$ cat src/hdl/lkvc_pkg.sv
// ---------------------------------------------------------------------------
// LRU key-value cache package
// Shared widths, codes and payload types for the cache cell chain.
// ---------------------------------------------------------------------------
package lkvc_pkg;

   // number of entries held by the cell chain
   localparam int CAPACITY = 16;
   localparam int IDX_W    = (CAPACITY > 1) ? $clog2(CAPACITY) : 1;
   localparam int KEY_W    = 32;
   localparam int DATA_W   = 32;

   // access codes
   localparam logic MODE_GET = 1'b0;
   localparam logic MODE_PUT = 1'b1;

   // request transfer payload
   typedef struct packed {
      logic              mode;
      logic [KEY_W-1:0]  key;
      logic [DATA_W-1:0] value_in;
   } req_type;

   // response transfer payload
   typedef struct packed {
      logic              hit;
      logic [DATA_W-1:0] value_out;
   } rsp_type;

   // contents of one cell, handed from a cell to its neighbor
   typedef struct packed {
      logic              valid;
      logic [KEY_W-1:0]  key;
      logic [DATA_W-1:0] data;
   } slot_type;

endpackage

$ cat src/hdl/lkvc_cell.sv
// ---------------------------------------------------------------------------
// LRU cache cell
// One entry of the recency chain: compares its key against the lookup key
// and, when told to shift, takes over the entry of its upstream neighbor.
// ---------------------------------------------------------------------------
module lkvc_cell (
   input  logic                       clock,
   input  logic                       reset,
   input  logic                       shift_en,
   input  lkvc_pkg::slot_type         prev_slot,
   input  logic [lkvc_pkg::KEY_W-1:0] lookup_key,
   output lkvc_pkg::slot_type         slot_out,
   output logic                       match
);
   import lkvc_pkg::*;

   logic              valid_ff, valid_in;
   logic [KEY_W-1:0]  key_ff, key_in;
   logic [DATA_W-1:0] data_ff, data_in;

   // take the neighbor's entry on a shift, otherwise hold
   always_comb begin
      valid_in = valid_ff;
      key_in   = key_ff;
      data_in  = data_ff;
      if (shift_en) begin
         valid_in = prev_slot.valid;
         key_in   = prev_slot.key;
         data_in  = prev_slot.data;
      end
   end

   always_ff @(posedge clock) begin
      if (reset) begin
         valid_ff <= 1'b0;
      end else begin
         valid_ff <= valid_in;
      end
   end

   // key and data need no reset: they are only seen behind valid
   always_ff @(posedge clock) begin
      key_ff  <= key_in;
      data_ff <= data_in;
   end

   assign match    = valid_ff && (key_ff == lookup_key);
   assign slot_out = '{valid: valid_ff, key: key_ff, data: data_ff};

endmodule

$ cat src/hdl/lru_key_value_cache_unit.sv
// ---------------------------------------------------------------------------
// LRU key-value cache
// Fully associative get/put store kept as a chain of cells ordered by
// recency: cell 0 holds the most recent entry, the last cell the least.
//
//   channel | direction | handshake             | payload
//   --------+-----------+-----------------------+---------------------------
//   req     | in        | req_valid / req_stall | req_payload (mode,key,value)
//   rsp     | out       | rsp_valid / rsp_stall | rsp_payload (hit, value_out)
//
// An access matches its key over all cells in the transfer cycle and is
// held in the lookup register; the chain shift and the response write
// follow on commit, and no new access is taken while that register is full.
// The next match needs the chain as the previous access leaves it.
// Reset clears every cell's valid bit at once; the store starts empty.
// A stalled response holds the pending access in the lookup register and
// the request side stalls until the response register frees up.
// ---------------------------------------------------------------------------
module lru_key_value_cache_unit (
   input  logic              clock,
   input  logic              reset,
   input  logic              req_valid,
   output logic              req_stall,
   input  lkvc_pkg::req_type req_payload,
   output logic              rsp_valid,
   input  logic              rsp_stall,
   output lkvc_pkg::rsp_type rsp_payload
);
   import lkvc_pkg::*;

   slot_type            chain [CAPACITY+1];
   logic [CAPACITY-1:0] match;
   logic [CAPACITY-1:0] shift_en;

   logic                req_xfer;
   logic                commit;
   logic                look_hit;
   logic [IDX_W-1:0]    look_pos;
   logic [DATA_W-1:0]   look_data;

   // lookup register, holds the access between match and commit
   logic                b_valid_ff, b_valid_in;
   logic                b_mode_ff;
   logic [KEY_W-1:0]    b_key_ff;
   logic [DATA_W-1:0]   b_value_ff;
   logic                b_hit_ff;
   logic [IDX_W-1:0]    b_pos_ff;
   logic [DATA_W-1:0]   b_data_ff;

   // response register
   logic                rsp_valid_ff, rsp_valid_in;
   rsp_type             rsp_payload_ff, rsp_payload_in;

   assign req_stall = b_valid_ff;
   assign req_xfer  = req_valid && !req_stall;
   assign commit    = b_valid_ff && (!rsp_valid_ff || !rsp_stall);

   // new most-recent entry enters at the head of the chain
   assign chain[0] = '{valid: 1'b1,
                       key:   b_key_ff,
                       data:  (b_mode_ff == MODE_PUT) ? b_value_ff : b_data_ff};

   // cell row
   for (genvar i = 0; i < CAPACITY; i++) begin : g_cell
      // a hit at position p rotates cells 0..p; a put miss shifts them all
      assign shift_en[i] = commit && (b_hit_ff || (b_mode_ff == MODE_PUT))
                           && (!b_hit_ff || (IDX_W'(i) <= b_pos_ff));

      lkvc_cell u_cell (
         .clock      (clock),
         .reset      (reset),
         .shift_en   (shift_en[i]),
         .prev_slot  (chain[i]),
         .lookup_key (req_payload.key),
         .slot_out   (chain[i+1]),
         .match      (match[i])
      );
   end

   // hit position and data: at most one cell matches
   always_comb begin
      look_hit  = |match;
      look_pos  = '0;
      look_data = '0;
      for (int i = 0; i < CAPACITY; i++) begin
         if (match[i]) begin
            look_pos  = look_pos | IDX_W'(i);
            look_data = look_data | chain[i+1].data;
         end
      end
   end

   // lookup register control
   always_comb begin
      b_valid_in = b_valid_ff;
      if (req_xfer) begin
         b_valid_in = 1'b1;
      end else if (commit) begin
         b_valid_in = 1'b0;
      end
   end

   always_ff @(posedge clock) begin
      if (reset) begin
         b_valid_ff <= 1'b0;
      end else begin
         b_valid_ff <= b_valid_in;
      end
   end

   always_ff @(posedge clock) begin
      if (req_xfer) begin
         b_mode_ff  <= req_payload.mode;
         b_key_ff   <= req_payload.key;
         b_value_ff <= req_payload.value_in;
         b_hit_ff   <= look_hit;
         b_pos_ff   <= look_pos;
         b_data_ff  <= look_data;
      end
   end

   // response register: loads on commit, clears when taken
   always_comb begin
      rsp_valid_in   = rsp_valid_ff;
      rsp_payload_in = rsp_payload_ff;
      if (commit) begin
         rsp_valid_in             = 1'b1;
         rsp_payload_in.hit       = b_hit_ff;
         rsp_payload_in.value_out = (b_hit_ff && (b_mode_ff == MODE_GET)) ? b_data_ff : '0;
      end else if (rsp_valid_ff && !rsp_stall) begin
         rsp_valid_in = 1'b0;
      end
   end

   always_ff @(posedge clock) begin
      if (reset) begin
         rsp_valid_ff <= 1'b0;
      end else begin
         rsp_valid_ff <= rsp_valid_in;
      end
   end

   always_ff @(posedge clock) begin
      rsp_payload_ff <= rsp_payload_in;
   end

   assign rsp_valid   = rsp_valid_ff;
   assign rsp_payload = rsp_payload_ff;

endmodule

$ cat config.mk
export PLATFORM = sky130hd
export DESIGN_NAME = lru_key_value_cache_unit
export DESIGN_NICKNAME = d
export VERILOG_FILES = /design/src/hdl/lkvc_pkg.sv /design/src/hdl/lkvc_cell.sv /design/src/hdl/lru_key_value_cache_unit.sv
export SDC_FILE = /design/constraint.sdc
export NUM_CORES = 1
export LEC_CHECK = 0
export BUFFER_PORTS_ARGS = -buffer_cell sky130_fd_sc_hd__buf_2
export CORE_MARGIN = 8
export CORE_UTILIZATION = 55
export DETAILED_ROUTE_END_ITERATION = 10
export GPL_TIMING_DRIVEN = 1
export PLACE_DENSITY = 0.72
export SYNTH_ARGS = -nofsm -noshare
export SYNTH_HDL_FRONTEND = slang
export SYNTH_SLANG_ARGS = --single-unit
$ cat constraint.sdc
create_clock -name clock -period 12 [get_ports clock]
set_clock_uncertainty 0.05 [all_clocks]
set_input_delay 0 -clock clock [delete_from_list [all_inputs] [get_ports clock]]
set_output_delay 0 -clock clock [all_outputs]
set_load 0.02 [all_outputs]
# Word-level counts from Yosys, hierarchy flattened
# Cells that the tools add are included.
dict set report classes {
  n_bitwise 16
  n_lt_le_gt_ge 16
  n_reduce_logical 65
  muxes 34
  n_eq_ne 16
}
# cell n
set ops {}
lappend ops {{$mux W32} 17}
lappend ops {{$eq A32 B32 Y1} 16}
lappend ops {{$or A32 B32 Y32} 15}
lappend ops {{$logic_and A1 B1 Y1} 37}
lappend ops {{$le A4 B4 Y1 const A} 8}
lappend ops {{$mux W4} 6}
lappend ops {{$logic_or A1 B1 Y1} 18}
lappend ops {{$le A3 B4 Y1 const A} 4}
lappend ops {{$reduce_or A16 Y1} 1}
lappend ops {{$mux W3} 4}
lappend ops {{$le A1 B4 Y1 const A} 2}
lappend ops {{$le A2 B4 Y1 const A} 2}
lappend ops {{$reduce_or A8 Y1} 1}
lappend ops {{$mux W1} 5}
lappend ops {{$logic_not A1 Y1} 4}
lappend ops {{$mux W2} 2}
lappend ops {{$reduce_bool A2 Y1} 2}
lappend ops {{$reduce_or A4 Y1} 1}
lappend ops {{$reduce_or A2 Y1} 1}
lappend ops {{$not A1 Y1} 1}
dict set report word_totals {
  input_bits 69
  regBits 1177
}

# Logic depth before layout (Yosys ltp)
dict set report depth {
  depth_word 33
  mapped_depth 9
}

# By module
# Synthesis repeated with hierarchy kept, for this count alone.
dict set report hier_totals {
  cells_unflattened 2412
  area_unflattened_um2 45240.9
}
# mod area_per_inst_um2 cells_each seq_area_each_um2 instances
set by_module_without_submodules {}
lappend by_module_without_submodules {lkvc_cell 2318.5 112 1941.9 16}
lappend by_module_without_submodules {lru_key_value_cache_unit 8145.3 620 4093.9 1}

# Worst setup path after synthesis
# No wires, ideal clock.
dict set report synth_timing {
  path_kind {register to register}
  from {register b_valid_ff (netlist: req_stall)}
  to {register g_cell[9].u_cell.valid_ff}
  t_required_ns 11.821
  period_less_slack_ns 9.748
  stages_incl_launch_ff 9
  t_arrival_ns 9.569
  path_buffers 1
  slack_ns 2.252
  path_cell_list {dfxtp_1 > a21boi_2 > o21a_1 > buf_2 > nand2_1 > inv_1 > a21boi_0 > mux2i_1 > nor2_1}
}
dict set report synth_via {
  elab_chain_cells 3
}
# item line_no
set synth_rtl {}
lappend synth_rtl {{start: declaration} lru_key_value_cache_unit.sv:42} ;# logic b_valid_ff, b_valid_in;
lappend synth_rtl {{start signal: assignment} lru_key_value_cache_unit.sv:107} ;# b_valid_ff <= b_valid_in;
lappend synth_rtl {{$logic_and A1 B1 Y1} lru_key_value_cache_unit.sv:56} ;# assign commit = b_valid_ff && (!rsp_valid_ff || !rsp_stall);
lappend synth_rtl {{named net commit} lru_key_value_cache_unit.sv:36} ;# logic commit;
lappend synth_rtl {{$logic_and A1 B1 Y1} lru_key_value_cache_unit.sv:66} ;# assign shift_en[i] = commit && (b_hit_ff || (b_mode_ff == MODE_PUT))
lappend synth_rtl {{$logic_and A1 B1 Y1} lru_key_value_cache_unit.sv:67} ;# && (!b_hit_ff || (IDX_W'(i) <= b_pos_ff));
lappend synth_rtl {{named net g_cell[9].u_cell.shift_en} lkvc_cell.sv:9} ;# input logic shift_en,
lappend synth_rtl {{end signal: assignment} lkvc_cell.sv:37} ;# valid_ff <= valid_in;
lappend synth_rtl {{end: declaration} lkvc_cell.sv:17} ;# logic valid_ff, valid_in;
# The timed path passes the listed nets, and every way through them passes these cells.
# A chain may end at the register's enable or synchronous reset.

# Worst setup path in the final report
dict set report layout_timing {
  from {register b_mode_ff}
  to {register g_cell[15].u_cell.valid_ff}
}
dict set report layout_via {
  elab_chain_cells 3
}
# item line_no
set layout_rtl {}
lappend layout_rtl {{start: declaration} lru_key_value_cache_unit.sv:43} ;# logic b_mode_ff;
lappend layout_rtl {{start signal: assignment} lru_key_value_cache_unit.sv:113} ;# b_mode_ff <= req_payload.mode;
lappend layout_rtl {{$logic_or A1 B1 Y1} lru_key_value_cache_unit.sv:66}
lappend layout_rtl {{$logic_and A1 B1 Y1} lru_key_value_cache_unit.sv:66}
lappend layout_rtl {{$logic_and A1 B1 Y1} lru_key_value_cache_unit.sv:67}
lappend layout_rtl {{named net g_cell[15].u_cell.shift_en} lkvc_cell.sv:9}
lappend layout_rtl {{end signal: assignment} lkvc_cell.sv:37}
lappend layout_rtl {{end: declaration} lkvc_cell.sv:17}
# The timed path passes the listed nets, and every way through them passes these cells.

==> impl_metrics.env <==
export IMPL_clkLatencyLatePin_ns=0.70
export IMPL_maxSlewViolCount=0
export IMPL_final_min_clock_period_ns=5.02
export IMPL_antenna_found_initial=5
export IMPL_critical_path_max_stage_delay_ns=0.76
export IMPL_grt_usage_pct=27.1
export IMPL_arrival_ns=5.52
export IMPL_initial_core_util_pct=55.6
export IMPL_netlist_area_um2=51000
export IMPL_drive_gt1_share_pct=11.6
export IMPL_fin_tns_setup_ns=0
export IMPL_cp_end_kind="flop"
export IMPL_multiInputGateArea_um2=12900
export IMPL_ys_ff_latch=1177
export IMPL_yosys_warnings=0
export IMPL_grt_max_degree=70
export IMPL_die_w_um=321
export IMPL_cp_start_kind="flop"
export IMPL_first_global_vias=32000
export IMPL_area_delta_synth_final_pct=11.2
export IMPL_cts_buffer_depth=3
export IMPL_final_hold_violation_count=0
export IMPL_cp_slowest_cell="buf_4"
export IMPL_syn_mean_instance_area_um2=13.9
export IMPL_worstPathMaxFanout=69
export IMPL_cts_tree="built"
export IMPL_vias=31700
export IMPL_relSlewSlack_pct=13.2
export IMPL_peakVddDrop_uv=151
export IMPL_wire_per_inst_um=27.6
export IMPL_required_ns=12.50
export IMPL_tightest_slew_ns=1.30
export IMPL_port_buffers=103
export IMPL_overflow=0
export IMPL_finalCritPeriodShare_pct=41.8
export IMPL_wirelength_mm=142
export IMPL_syn_num_nets=3744
export IMPL_path_cells="buf_4 > o21a_4 > nand2_1 > inv_2 > buf_4 > o21ai_1 > a21oi_4 > buf_4 > mux2i_1 > nor2_1"
export IMPL_grt_pass1_wl_mm=209
export IMPL_hold_class="input port to flop"
export IMPL_core_um2=91800
export IMPL_dr_pass1_iters=6
export IMPL_critPathKind="flop to flop"
export IMPL_outcome="complete, no violations"
export IMPL_ctsHtreeMaxLevel=3
export IMPL_cts_clk_slew_worst_paths_ns=0.06
export IMPL_syn_instance_count=3675
export IMPL_cts_inserted_buffers=117
export IMPL_rsz0062_at_grt="no"
export IMPL_rows=111
export IMPL_place_congestion=0.893
export IMPL_fillCellCount=6779
export IMPL_clock_fmax_mhz=199
export IMPL_p_per_area_nw_per_um2=158
export IMPL_drtIter0Drc=4223
export IMPL_cts_root_buf="clkbuf_16"
export IMPL_ys_types=56
export IMPL_ys_seq_area_share_pct=69.0
export IMPL_drv_cap=0
export IMPL_p_leak_nw=19.4
export IMPL_dp_hpwl_mm=89.2
export IMPL_die_area_um2=103000
export IMPL_clkSinkCount=1177
export IMPL_register_area_um2=35200
export IMPL_drc=0
export IMPL_die_h_um=321
export IMPL_drtAntennaViolNets=0
export IMPL_finalSetupViolations=0
export IMPL_vias_per_cell=6.16
export IMPL_final_nets=3876
export IMPL_crit_top_cell="buf_4"
export IMPL_ioPinCount=104
export IMPL_hold_worst_slack_ns=0.0176
==> cells by family (layout without fill, tap and decap cells) <==
group	count (synthesis)	count (layout)	share of synthesized area (%)
xor gates and xnor gates	509	509	8.82
AOI/OAI and AO/OA	152	152	2.54
DFF	1177	1177	69.0
muxes	46	46	0.981
other	0	3	0
and+or+nand+nor	1172	1172	12.6
buffers and inverters	619	846	6.15
==> path summary, 6_finish.rpt <==
path / slack, ns / cells past startpoint / end / start
worst max-delay path: 6.98 / 10 / g_cell[15].u_cell.valid_ff / b_mode_ff
worst min-delay path: 0.02 / 2 / b_value_ff[7] / req_payload[7]
worst max register to register: 6.98 / 10 / g_cell[15].u_cell.valid_ff / b_mode_ff
worst min register to register: 0.37 / 0 / g_cell[0].u_cell.key_ff[12] / b_key_ff[12]
==> flip-flops by register name (all words and copies together), names as in the netlist <==
signal and cells:
g_cell.u_cell.data_ff 512, g_cell.u_cell.key_ff 512, rsp_payload 33, b_data_ff 32, b_key_ff 32, b_value_ff 32, g_cell.u_cell.valid_ff 16, b_pos_ff 4
b_hit_ff 1, b_mode_ff 1, req_stall 1, rsp_valid 1
==> cell type report <==
cell class	instances	share of cell area, %
Multi-Input combinational cell	1879	22.7
Sequential cell	1177	62.0
Tap cell	1243	2.74
Clock buffer	141	5.45
Clock inverter	73	1.11
Antenna cell	3	0.0132
Inverter	362	2.40
Timing Repair Buffer	270	3.55
==> Yosys cell counts (all sizes together) <==
master,instances,area share [%]
a21boi,3,0.052
a21oi,5,0.049
a222oi,1,0.020
a31o,1,0.017
a31oi,1,0.012
and2,3,0.037
and3,12,0.16
buf,218,3.2
clkbuf,38,0.28
dfxtp,18,0.71
dlymetal6s2s,1,0.025
edfxtp,1159,68
inv,362,2.7
mux2,32,0.71
mux2i,14,0.27
nand2,107,0.81
nand2b,2,0.025
nand3,57,0.64
nand4,489,6.0
nor2,385,2.8
nor2b,3,0.037
nor3,13,0.16
nor3b,31,0.46
nor4,32,0.85
o2111ai,131,2.3
o21a,3,0.044
o21ai,4,0.039
o22ai,1,0.012
o31a,1,0.017
o41ai,1,0.017
or2,3,0.037
or3,2,0.027
or4,33,0.49
xnor2,450,7.8
xor2,59,1.0
==> placed cells by master, fill, tap and decap left out, types with 4 or more instances in the layout <==
cell type / synthesis / layout
nand2_1: 105 / 104
edfxtp_1: 1159 / 1159
mux2_2: 32 / 32
inv_2: 2 / 6
mux2i_1: 14 / 14
dlygate4sd3_1: 0 / 97
nor2_2: 0 / 11
o2111ai_1: 130 / 130
and3_2: 0 / 4
dfxtp_1: 18 / 18
nor4_2: 6 / 4
nand3_1: 49 / 49
clkinv_1: 0 / 24
buf_4: 16 / 70
clkinv_2: 0 / 30
and3_1: 11 / 7
clkbuf_1: 38 / 19
nor4_1: 13 / 13
nand3_2: 8 / 8
nor3_1: 10 / 10
xnor2_1: 446 / 446
nand4_1: 488 / 488
a21oi_1: 5 / 4
clkbuf_16: 0 / 119
xor2_1: 59 / 59
buf_2: 127 / 103
bufinv_16: 0 / 8
nor3b_1: 31 / 31
nor2_1: 385 / 372
or4_1: 33 / 33
nor4_4: 13 / 15
inv_1: 360 / 356
==> metrics by stage <==
stage / total power [mW] / std cells / area, µm² / setup slack (ns) / utilization (%)
2_1_floorplan: 5.24 / 3675 / 51000 / 2.25 / -
3_3_place_gp: 5.41 / 4834 / 52000 / 7.04 / 56.7
3_5_place_dp: 5.43 / 4834 / 52000 / 6.90 / 56.7
4_1_cts: 8.98 / 5145 / 56700 / 6.89 / 61.8
5_1_grt: 9.18 / 5145 / 56700 / 6.63 / 61.8
6_report: 8.96 / 5148 / 56700 / 6.98 / 61.8
==> critical path, delay by kind of cell, from the launching register on <==
kind | cells | cell delay, ns
simple gates | 2 | 0.26
mux | 1 | 0.26
flops | 1 | 0.33
compound gates | 3 | 1.69
buf+inv | 4 | 2.14
==> where the power goes <==
part / leakage (nW) / internal [mW] / total, mW / switching (mW)
clock: 1.83 / 2.00 / 3.58 / 1.58
sequential: 10.8 / 4.73 / 4.83 / 0.0996
combinational: 6.70 / 0.174 / 0.550 / 0.376
==> what timing repair did <==
item | CTS | global route
endpoints found under the hold margin | 105 | 0
resized for setup | 0 | 0
hold buffers | 97 | 0
setup buffers | 0 | 0
==> layer usage <==
layer	track usage [%]	routed length, µm
met4	9.64	5580
met3	8.61	18800
met1	35.7	53300
met2	42.5	64600
met5	0	7
(Power assumes the default switching activity.)
